$ cat config.mk
export PLATFORM = sky130hd
export DESIGN_NAME = nearest_four_light_select_top_flat
export DESIGN_NICKNAME = d
export VERILOG_FILES = /design/src/design/nfl_pkg.sv /design/src/design/nfl_ifs.sv /design/src/design/nfl_dist.sv /design/src/design/nfl_cell.sv /design/src/design/nearest_four_light_select_top.sv /design/src/flat_wrapper.sv
export VERILOG_INCLUDE_DIRS = /design/src /design/src/design
export SDC_FILE = /design/constraint.sdc
export NUM_CORES = 2
export LEC_CHECK = 0
export BUFFER_PORTS_ARGS = -buffer_cell sky130_fd_sc_hd__buf_4
export CORE_UTILIZATION = 50
export DETAILED_ROUTE_END_ITERATION = 12
export PLACE_DENSITY_LB_ADDON = 0.3
export SLEW_MARGIN = 40
export SYNTH_ARGS = -nofsm -noshare
export SYNTH_HDL_FRONTEND = slang
export SYNTH_SLANG_ARGS = --single-unit
$ cat constraint.sdc
create_clock -name clk -period 6.1 [get_ports clk]
set_input_delay 0.61 -clock clk [delete_from_list [all_inputs] [get_ports clk]]
set_output_delay 0.61 -clock clk [all_outputs]
set_load 0.01 [all_outputs]
$ cat src/design/nearest_four_light_select_top_defines.svh
// Assertion macros used by the nearest-light selector top level.
`ifndef NEAREST_FOUR_LIGHT_SELECT_TOP_DEFINES_SVH
`define NEAREST_FOUR_LIGHT_SELECT_TOP_DEFINES_SVH

// Same-cycle implication, checked on the rising clock edge outside reset.
`define NFL_ASSERT_NOW(label, ante, cons, msg) \
	label: assert property (@(posedge clk) disable iff (!arst_n) (ante) |-> (cons)) \
		else $error(msg);

// Next-cycle implication, checked on the rising clock edge outside reset.
`define NFL_ASSERT_NEXT(label, ante, cons, msg) \
	label: assert property (@(posedge clk) disable iff (!arst_n) (ante) |=> (cons)) \
		else $error(msg);

`endif

$ cat src/design/nfl_pkg.sv
// Types and constants shared by the nearest-light selector.
package nfl_pkg;

	localparam int COORD_W        = 16;
	localparam int DIFF_W         = COORD_W + 1;
	localparam int SQ_W           = 2 * COORD_W;
	localparam int DIST_W         = SQ_W + 2;
	localparam int IDX_W          = 8;
	localparam int SLOT_W         = 2;
	localparam int KEEP_COUNT_DEF = 4;
	localparam int CFG_IDX_W      = 2;

	localparam logic [CFG_IDX_W-1:0] REG_OBJECT_X = 2'd0;
	localparam logic [CFG_IDX_W-1:0] REG_OBJECT_Y = 2'd1;
	localparam logic [CFG_IDX_W-1:0] REG_OBJECT_Z = 2'd2;

	typedef struct packed {
		logic              valid;
		logic [DIST_W-1:0] dsq;
		logic [IDX_W-1:0]  idx;
	} nfl_entry_t;

	// A light whose distance is known, on its way into the cell row.
	typedef struct packed {
		logic              vld;
		logic              last;
		logic [DIST_W-1:0] dsq;
		logic [IDX_W-1:0]  idx;
	} nfl_cand_t;

	typedef struct packed {
		logic ins;
		logic drain;
	} nfl_cell_ctl_t;

	localparam nfl_entry_t ENTRY_EMPTY = '{valid: 1'b0, dsq: '1, idx: '0};

endpackage

$ cat src/design/nfl_ifs.sv
// Request channels: lights in, slot results out.
interface nfl_light_if;
	import nfl_pkg::*;
	logic                      valid;
	logic                      ready;
	logic signed [COORD_W-1:0] light_x;
	logic signed [COORD_W-1:0] light_y;
	logic signed [COORD_W-1:0] light_z;
	logic [IDX_W-1:0]          light_index;
	logic                      batch_end;
	modport source (output valid, light_x, light_y, light_z, light_index, batch_end,
		input ready);
	modport sink (input valid, light_x, light_y, light_z, light_index, batch_end,
		output ready);
endinterface

interface nfl_slot_if;
	import nfl_pkg::*;
	logic              valid;
	logic              ready;
	logic [SLOT_W-1:0] slot;
	logic              exists;
	logic [IDX_W-1:0]  chosen_index;
	logic [DIST_W-1:0] distance_sq;
	logic              final_slot;
	modport source (output valid, slot, exists, chosen_index, distance_sq, final_slot,
		input ready);
	modport sink (input valid, slot, exists, chosen_index, distance_sq, final_slot,
		output ready);
endinterface

$ cat src/design/nfl_dist.sv
// Three-stage pipeline forming the squared distance of a light to the object.
module nfl_dist (
	input  logic                              clk,
	input  logic                              arst_n,
	input  logic                              take,
	input  logic signed [nfl_pkg::COORD_W-1:0] light_x,
	input  logic signed [nfl_pkg::COORD_W-1:0] light_y,
	input  logic signed [nfl_pkg::COORD_W-1:0] light_z,
	input  logic [nfl_pkg::IDX_W-1:0]         light_index,
	input  logic                              batch_end,
	input  logic signed [nfl_pkg::COORD_W-1:0] object_x,
	input  logic signed [nfl_pkg::COORD_W-1:0] object_y,
	input  logic signed [nfl_pkg::COORD_W-1:0] object_z,
	output nfl_pkg::nfl_cand_t                cand
);
	import nfl_pkg::*;

	logic signed [DIFF_W-1:0] dx_s1, dy_s1, dz_s1;
	logic [IDX_W-1:0]         idx_s1, idx_s2, idx_s3;
	logic                     last_s1, last_s2, last_s3;
	logic                     vld_s1, vld_s2, vld_s3;
	logic [SQ_W-1:0]          sqx_s2, sqy_s2, sqz_s2;
	logic [DIST_W-1:0]        dist_s3;
	logic [SQ_W-1:0]          px, py, pz;

	// Squares of 17-bit differences are non-negative and fit 32 bits.
	assign px = dx_s1 * dx_s1;
	assign py = dy_s1 * dy_s1;
	assign pz = dz_s1 * dz_s1;

	always_ff @(posedge clk or negedge arst_n) begin
		if (!arst_n) begin
			vld_s1 <= 1'b0;
			vld_s2 <= 1'b0;
			vld_s3 <= 1'b0;
		end else begin
			vld_s1 <= take;
			vld_s2 <= vld_s1;
			vld_s3 <= vld_s2;
		end
	end

	always_ff @(posedge clk) begin
		dx_s1   <= {light_x[COORD_W-1], light_x} - {object_x[COORD_W-1], object_x};
		dy_s1   <= {light_y[COORD_W-1], light_y} - {object_y[COORD_W-1], object_y};
		dz_s1   <= {light_z[COORD_W-1], light_z} - {object_z[COORD_W-1], object_z};
		idx_s1  <= light_index;
		last_s1 <= batch_end;
		sqx_s2  <= px;
		sqy_s2  <= py;
		sqz_s2  <= pz;
		idx_s2  <= idx_s1;
		last_s2 <= last_s1;
		dist_s3 <= DIST_W'(sqx_s2) + DIST_W'(sqy_s2) + DIST_W'(sqz_s2);
		idx_s3  <= idx_s2;
		last_s3 <= last_s2;
	end

	assign cand = '{vld: vld_s3, last: last_s3, dsq: dist_s3, idx: idx_s3};

endmodule

$ cat src/design/nfl_cell.sv
// One rank of the kept list: holds an entry, inserts or shifts from its neighbours.
module nfl_cell (
	input  logic                  clk,
	input  logic                  arst_n,
	input  nfl_pkg::nfl_cell_ctl_t ctl,
	input  nfl_pkg::nfl_cand_t    cand,
	input  nfl_pkg::nfl_entry_t   prev_ent,
	input  logic                  prev_keep,
	input  nfl_pkg::nfl_entry_t   next_ent,
	output nfl_pkg::nfl_entry_t   ent,
	output logic                  keep
);
	import nfl_pkg::*;

	logic              valid_q;
	logic [DIST_W-1:0] dsq_q;
	logic [IDX_W-1:0]  idx_q;
	nfl_entry_t        ent_d;

	assign ent = '{valid: valid_q, dsq: dsq_q, idx: idx_q};

	// An equal distance stays ahead of the newcomer.
	assign keep = valid_q && (dsq_q <= cand.dsq);

	always_comb begin
		ent_d = ent;
		if (ctl.drain) begin
			ent_d = next_ent;
		end else if (ctl.ins && !keep) begin
			if (prev_keep) begin
				ent_d = '{valid: 1'b1, dsq: cand.dsq, idx: cand.idx};
			end else begin
				ent_d = prev_ent;
			end
		end
	end

	always_ff @(posedge clk or negedge arst_n) begin
		if (!arst_n) begin
			valid_q <= 1'b0;
		end else begin
			valid_q <= ent_d.valid;
		end
	end

	always_ff @(posedge clk) begin
		dsq_q <= ent_d.dsq;
		idx_q <= ent_d.idx;
	end

endmodule

$ cat src/design/nearest_four_light_select_top.sv
// Top level of the nearest-light selector: keeps the KEEP_COUNT nearest lights of a batch.
`include "nearest_four_light_select_top_defines.svh"

// Lights enter at one per cycle while input is open. Each passes a three-stage
// distance pipeline (difference, square, sum) and is then sorted into a row of
// KEEP_COUNT cells, all updating together, each cell comparing against the
// newcomer and keeping its entry or taking the newcomer or its neighbour's.
// After the light marked batch_end is accepted, input stays blocked while it
// passes the distance stages, and then for the KEEP_COUNT slot results, which
// leave nearest first as the row shifts towards cell 0; the row is empty when
// the last one is taken. The user must write object coordinates only while the
// block is idle; the block itself does not enforce it.
module nearest_four_light_select_top #(
	parameter int KEEP_COUNT = nfl_pkg::KEEP_COUNT_DEF
) (
	input  logic                          clk,
	input  logic                          arst_n,
	nfl_light_if.sink                     lights,
	nfl_slot_if.source                    slots,
	input  logic                          cfg_we,
	input  logic [nfl_pkg::CFG_IDX_W-1:0] cfg_index,
	input  logic [nfl_pkg::COORD_W-1:0]   cfg_data
);
	import nfl_pkg::*;

	localparam int CW = (KEEP_COUNT > 1) ? $clog2(KEEP_COUNT) : 1;

	logic signed [COORD_W-1:0] object_x_q, object_y_q, object_z_q;
	logic                      end_pend_q, draining_q;
	logic [CW-1:0]             slot_q;
	logic                      take, out_take, last_out;
	nfl_cand_t                 cand;
	nfl_cell_ctl_t             ctl;
	nfl_entry_t                ents [KEEP_COUNT];
	nfl_entry_t                prev_a [KEEP_COUNT];
	nfl_entry_t                next_a [KEEP_COUNT];
	logic [KEEP_COUNT-1:0]     keeps, prev_keep, vld_vec;

	always_ff @(posedge clk or negedge arst_n) begin
		if (!arst_n) begin
			object_x_q <= '0;
			object_y_q <= '0;
			object_z_q <= '0;
		end else if (cfg_we) begin
			case (cfg_index)
				REG_OBJECT_X: object_x_q <= cfg_data;
				REG_OBJECT_Y: object_y_q <= cfg_data;
				REG_OBJECT_Z: object_z_q <= cfg_data;
				default: ;
			endcase
		end
	end

	assign lights.ready = !draining_q && !end_pend_q;
	assign take         = lights.valid && lights.ready;
	assign out_take     = slots.valid && slots.ready;
	assign last_out     = (slot_q == CW'(KEEP_COUNT - 1));

	nfl_dist u_dist (
		.clk         (clk),
		.arst_n      (arst_n),
		.take        (take),
		.light_x     (lights.light_x),
		.light_y     (lights.light_y),
		.light_z     (lights.light_z),
		.light_index (lights.light_index),
		.batch_end   (lights.batch_end),
		.object_x    (object_x_q),
		.object_y    (object_y_q),
		.object_z    (object_z_q),
		.cand        (cand)
	);

	assign ctl = '{ins: cand.vld, drain: out_take};

	for (genvar i = 0; i < KEEP_COUNT; i++) begin : g_cell
		if (i == 0) begin : g_head
			assign prev_a[i]    = ENTRY_EMPTY;
			assign prev_keep[i] = 1'b1;
		end else begin : g_body
			assign prev_a[i]    = ents[i-1];
			assign prev_keep[i] = keeps[i-1];
		end
		if (i == KEEP_COUNT - 1) begin : g_tail
			assign next_a[i] = ENTRY_EMPTY;
		end else begin : g_link
			assign next_a[i] = ents[i+1];
		end
		assign vld_vec[i] = ents[i].valid;

		nfl_cell u_cell (
			.clk       (clk),
			.arst_n    (arst_n),
			.ctl       (ctl),
			.cand      (cand),
			.prev_ent  (prev_a[i]),
			.prev_keep (prev_keep[i]),
			.next_ent  (next_a[i]),
			.ent       (ents[i]),
			.keep      (keeps[i])
		);
	end

	always_ff @(posedge clk or negedge arst_n) begin
		if (!arst_n) begin
			end_pend_q <= 1'b0;
			draining_q <= 1'b0;
			slot_q     <= '0;
		end else begin
			if (take && lights.batch_end) begin
				end_pend_q <= 1'b1;
			end else if (cand.vld && cand.last) begin
				end_pend_q <= 1'b0;
			end
			if (cand.vld && cand.last) begin
				draining_q <= 1'b1;
			end else if (out_take && last_out) begin
				draining_q <= 1'b0;
			end
			if (out_take) begin
				slot_q <= last_out ? '0 : slot_q + 1'b1;
			end
		end
	end

	assign slots.valid        = draining_q;
	assign slots.slot         = SLOT_W'(slot_q);
	assign slots.exists       = ents[0].valid;
	assign slots.chosen_index = ents[0].valid ? ents[0].idx : '0;
	assign slots.distance_sq  = ents[0].valid ? ents[0].dsq : '0;
	assign slots.final_slot   = last_out;

	`NFL_ASSERT_NOW(a_no_insert_while_draining, draining_q, !cand.vld, "light inserted during drain")
	`NFL_ASSERT_NOW(a_kept_list_packed, 1'b1, ((vld_vec >> 1) & ~vld_vec) == '0, "kept list has a gap")
	`NFL_ASSERT_NEXT(a_drain_ends_empty, out_take && last_out, vld_vec == '0, "list not empty after batch")
	`NFL_ASSERT_NOW(a_slot_zero_at_start, $rose(draining_q), slot_q == '0, "drain starts mid-count")

endmodule
$ cat src/flat_wrapper.sv
// flat-port wrapper written by rule: the top's interface ports become plain ports
module nearest_four_light_select_top_flat import nfl_pkg::*;
#(
	parameter int KEEP_COUNT = nfl_pkg::KEEP_COUNT_DEF
)
  (clk, arst_n, cfg_we, cfg_index, cfg_data, lights_valid, lights_light_x, lights_light_y, lights_light_z, lights_light_index, lights_batch_end, lights_ready, slots_valid, slots_slot, slots_exists, slots_chosen_index, slots_distance_sq, slots_final_slot, slots_ready);
  nfl_light_if lights_i ();
  nfl_slot_if slots_i ();
  input  logic clk;
  input  logic arst_n;
  input  logic cfg_we;
  input  logic [nfl_pkg::CFG_IDX_W-1:0] cfg_index;
  input  logic [nfl_pkg::COORD_W-1:0] cfg_data;
  input wire logic [$bits(lights_i.valid)-1:0] lights_valid;
  input wire logic [$bits(lights_i.light_x)-1:0] lights_light_x;
  input wire logic [$bits(lights_i.light_y)-1:0] lights_light_y;
  input wire logic [$bits(lights_i.light_z)-1:0] lights_light_z;
  input wire logic [$bits(lights_i.light_index)-1:0] lights_light_index;
  input wire logic [$bits(lights_i.batch_end)-1:0] lights_batch_end;
  output wire logic [$bits(lights_i.ready)-1:0] lights_ready;
  output wire logic [$bits(slots_i.valid)-1:0] slots_valid;
  output wire logic [$bits(slots_i.slot)-1:0] slots_slot;
  output wire logic [$bits(slots_i.exists)-1:0] slots_exists;
  output wire logic [$bits(slots_i.chosen_index)-1:0] slots_chosen_index;
  output wire logic [$bits(slots_i.distance_sq)-1:0] slots_distance_sq;
  output wire logic [$bits(slots_i.final_slot)-1:0] slots_final_slot;
  input wire logic [$bits(slots_i.ready)-1:0] slots_ready;
  assign lights_i.valid = lights_valid;
  assign lights_i.light_x = lights_light_x;
  assign lights_i.light_y = lights_light_y;
  assign lights_i.light_z = lights_light_z;
  assign lights_i.light_index = lights_light_index;
  assign lights_i.batch_end = lights_batch_end;
  assign lights_ready = lights_i.ready;
  assign slots_valid = slots_i.valid;
  assign slots_slot = slots_i.slot;
  assign slots_exists = slots_i.exists;
  assign slots_chosen_index = slots_i.chosen_index;
  assign slots_distance_sq = slots_i.distance_sq;
  assign slots_final_slot = slots_i.final_slot;
  assign slots_i.ready = slots_ready;
  nearest_four_light_select_top #(.KEEP_COUNT(KEEP_COUNT)) u_core (.clk(clk), .arst_n(arst_n), .lights(lights_i), .slots(slots_i), .cfg_we(cfg_we), .cfg_index(cfg_index), .cfg_data(cfg_data));
endmodule
==> results by group <==
Outcome
  • Status: finished, final reports clean

Detailed routing
  • Final WL: roughly 120 mm
  • Drt via density: around 5.2
  • ANT nets after route: 0
  • Initial drt markers: around 2000
  • Drt first pass iters: 5
  • Vias after detailed routing: ~35000
  • Drt drc: 0
  • Wire per inst: 17.6 microns

Min path
  • Worst hold path depth: 1
  • Hold Crit Class: input port to register
  • Worst Hold End: u_core.u_dist.idx_s1[6]
  • Worst Hold Launch: lights_light_index[6]

Finish
  • Synth-to-Final Area Change: 12.3%
  • Commonest non-fill, non-tap cells in the layout: 1100 x inv_1, 794 x fa_1, 483 x nand2_1, 464 x ha_1, 348 x buf_4
  • Layout cells sized above 1: 0.113
  • Register area: just over 10000 sq um
  • Multi-input logic area: approximately 35000 sq um
  • Final-layout fill cell count: approximately 8600
  • Most common cell after layout, fill and taps aside: inv_1
  • Nets: approximately 6700

Floorplanning
  • Core Area: between 90000 and 100000 sq um
  • Die area: approximately 100000 sq um
  • Die width: ~320 microns
  • Initial Util: 0.506
  • Row cnt: around 120
  • Chip height: 318 microns
  • I/O Pins: ~130

STA
  • Final setup violation count: 0
  • Fmax: between 150 and 200 MHz
  • Final Skew: 0.0737 ns
  • Slew @ Worst Pin: roughly 0.88 ns
  • RSZ-0062 raised after global routing: yes
  • Slew Limit Fails: 0
  • Crit share post-route: 0.969
  • Slew HR: 0.413
  • Final Hold Fails: 0
  • Crit path time final: just under 6 ns
  • Fin worst setup slack: ~0.19 ns

Clock tree
  • Root Buffer: clkbuf_16
  • CTS max path bufs: 3
  • Sink Count: 432
  • CTS clk-pin slew, worst paths: ~0.060 ns
  • CTS Buf Count: 51
  • H-Tree Depth: 2
  • CTS tree: yes
  • Clk Latency, worst-skew pair: between 0.6 and 0.7 ns

Global route
  • M1 GR Usage: 0.321
  • Initial antenna violation count: 3
  • Met3 Use GR: 0.0408
  • M2 GR Usage: 0.408
  • First-pass GRT wire length: between 150 and 200 mm
  • Total GRT Usage: 0.244
  • Largest net degree at the start of global routing: 248
  • Top Usage Layer GRT: met2
  • Overflow after GRT: 0
  • Via count of the first global-routing pass: about 37000

Place
  • RePlAce Congestion: approximately 0.93
  • Input/output buffers: ~130
  • HPWL Detailed: approximately 98 mm
  • Post-place setup slack: -0.118 ns

Logic synthesis
  • Ys flop type: dfxtp_1
  • FF+latch count, synth: approximately 430
  • Synth Instances: slightly above 5000
  • Post-synth EDFFs: about 130
  • Ys async rst share: 0.137
  • Total number of yosys warnings: 0
  • Seq/Total Area, Yosys: 0.204
  • Mean Syn Cell Area: just under 10 sq um
  • Netlist cell types: 73
  • Post-Syn Area: between 40000 and 50000 sq um

Setup path
  • CP Capture Type: register
  • Critical path peak fanout: 7
  • Critical Setup Path Class: register to register
  • Reg2reg start: u_core.u_dist.dx_s1[2]
  • Crit start category: register
  • Reg-to-Reg End: u_core.u_dist.sqx_s2[30]
  • Register-to-register setup slack: 0.19 ns
  • Worst R2R Path Depth: 24
  • Worst setup path startpoint: u_core.u_dist.dx_s1[2]
  • WP data arrival: around 6.5 ns
  • Data required, critical path: around 6.6 ns

Flow run
  • Max Cap Viol: 0
cells in the mapped netlist (all sizes together) (13+ instances only):
master  count  area [sq um]
mux2i     119          1190
o211ai     50           375
a21oi     131           659
nor2b      62           388
xnor2     157          1380
edfxtp    126          3780
nand2b     34           215
nor2      154           581
clkbuf    122           458
a21o       92           691
or3        15          98.8
nand3      39           195
dfrtp      59          1480
dfxtp     247          4940
xor2       42           368
inv      1103          4140
fa        802         16100
o21bai     13          97.6
o21a       38           285
nor3       39           195
buf        17          95.1
ha        468          5860
nand2     495          1860
and2      212          1330
nand4      34           213
a211oi     23           178
o21ai     226          1130
and3       21           131
mux2       44           495
critical path: stages, from the launching register on:
cell and delay, ns:
dfxtp_4 0.36, buf_4 0.16, nand2_2 0.09, inv_1 0.07
fa_1 0.53, inv_1 0.05, fa_1 0.47, inv_1 0.06
fa_1 0.50, fa_1 0.52, fa_1 0.49, inv_1 0.05
fa_1 0.49, inv_1 0.07, ha_4 0.26, o21ai_0 0.07
nand2b_1 0.08, a21oi_1 0.07, a31oi_2 0.23, nand2_2 0.10
o21ai_2 0.12, buf_4 0.14, a31oi_2 0.09, or4b_2 0.64
o311ai_1 0.10
per-stage QoR:
stage	area, sq um	hold slack (ns)	util	std cells	setup TNS (ns)
global placement	53800	0.311	0.545	6618	-0.0122
detailed placement	53900	0.312	0.546	6622	-0.151
CTS	55700	0.000302	0.564	6720	0
global route	56100	0.0163	0.568	6728	-0.0558
floorplan	49900	0.310	-	5116	0
finish	56100	0.0480	0.568	6728	0
registers in the layout (all words and copies together) (netlist names), 31 cells and up:
signal and cells:
u_core.u_dist.sqy_s2 31, u_core.u_dist.dist_s3 34, u_core.u_dist.sqx_s2 31, u_core.u_dist.sqz_s2 31
u_core.g_cell.u_cell.idx_q 32, u_core.g_cell.u_cell.dsq_q 136
how the worst max path moves through the flow:
| stage | endpoint | slack, ns | depth (start not counted) |
|---|---|---|---|
| after floorplan | u_core.u_dist.sqx_s2[25] | 0.03 | 23 |
| after global placement | u_core.u_dist.sqz_s2[31] | -0.01 | 22 |
| after detailed placement | u_core.u_dist.sqz_s2[31] | -0.12 | 21 |
| after CTS | u_core.u_dist.sqx_s2[30] | 0.005 | 23 |
| after global routing | u_core.u_dist.sqx_s2[30] | -0.04 | 24 |
| final | u_core.u_dist.sqx_s2[30] | 0.19 | 24 |
cell families after synthesis:
| family | synth area share |
|---|---|
| muxes | 0.0338 |
| buffers and inverters | 0.0940 |
| AOI/OAI and AO/OA | 0.0848 |
| adders and majority gates | 0.439 |
| xor gates and xnor gates | 0.0349 |
| and+or+nand+nor | 0.109 |
| DFF | 0.204 |
| other | 0.0000751 |
final cells by class:
class / count / share of cell area
clock inverters: 22 / 0.00466
repair buffers: 367 / 0.0520
flip-flops and latches: 432 / 0.183
inverters: 1103 / 0.0738
multi-input cells: 3442 / 0.631
well taps: 1287 / 0.0287
clock buffers: 74 / 0.0274
diodes: 1 / 0.0000446
per-layer routing:
layer  share of wire  up-vias
li1                -    16680
met1            0.43    17357
met2            0.48      828
met3           0.058      184
met4           0.035        0
met5               0        -
what timing repair did:
action | in CTS | in global routing
pin swaps | 0 | 34
setup endpoints to repair | 3 | 26
endpoints found under the hold margin | 50 | 0
hold buffers | 1 | 0
gates resized for setup | 8 | 88
setup buffers | 1 | 6
Power is not shown: default switching activity piles up to over one toggle a cycle in this logic, so the estimate is an artifact.
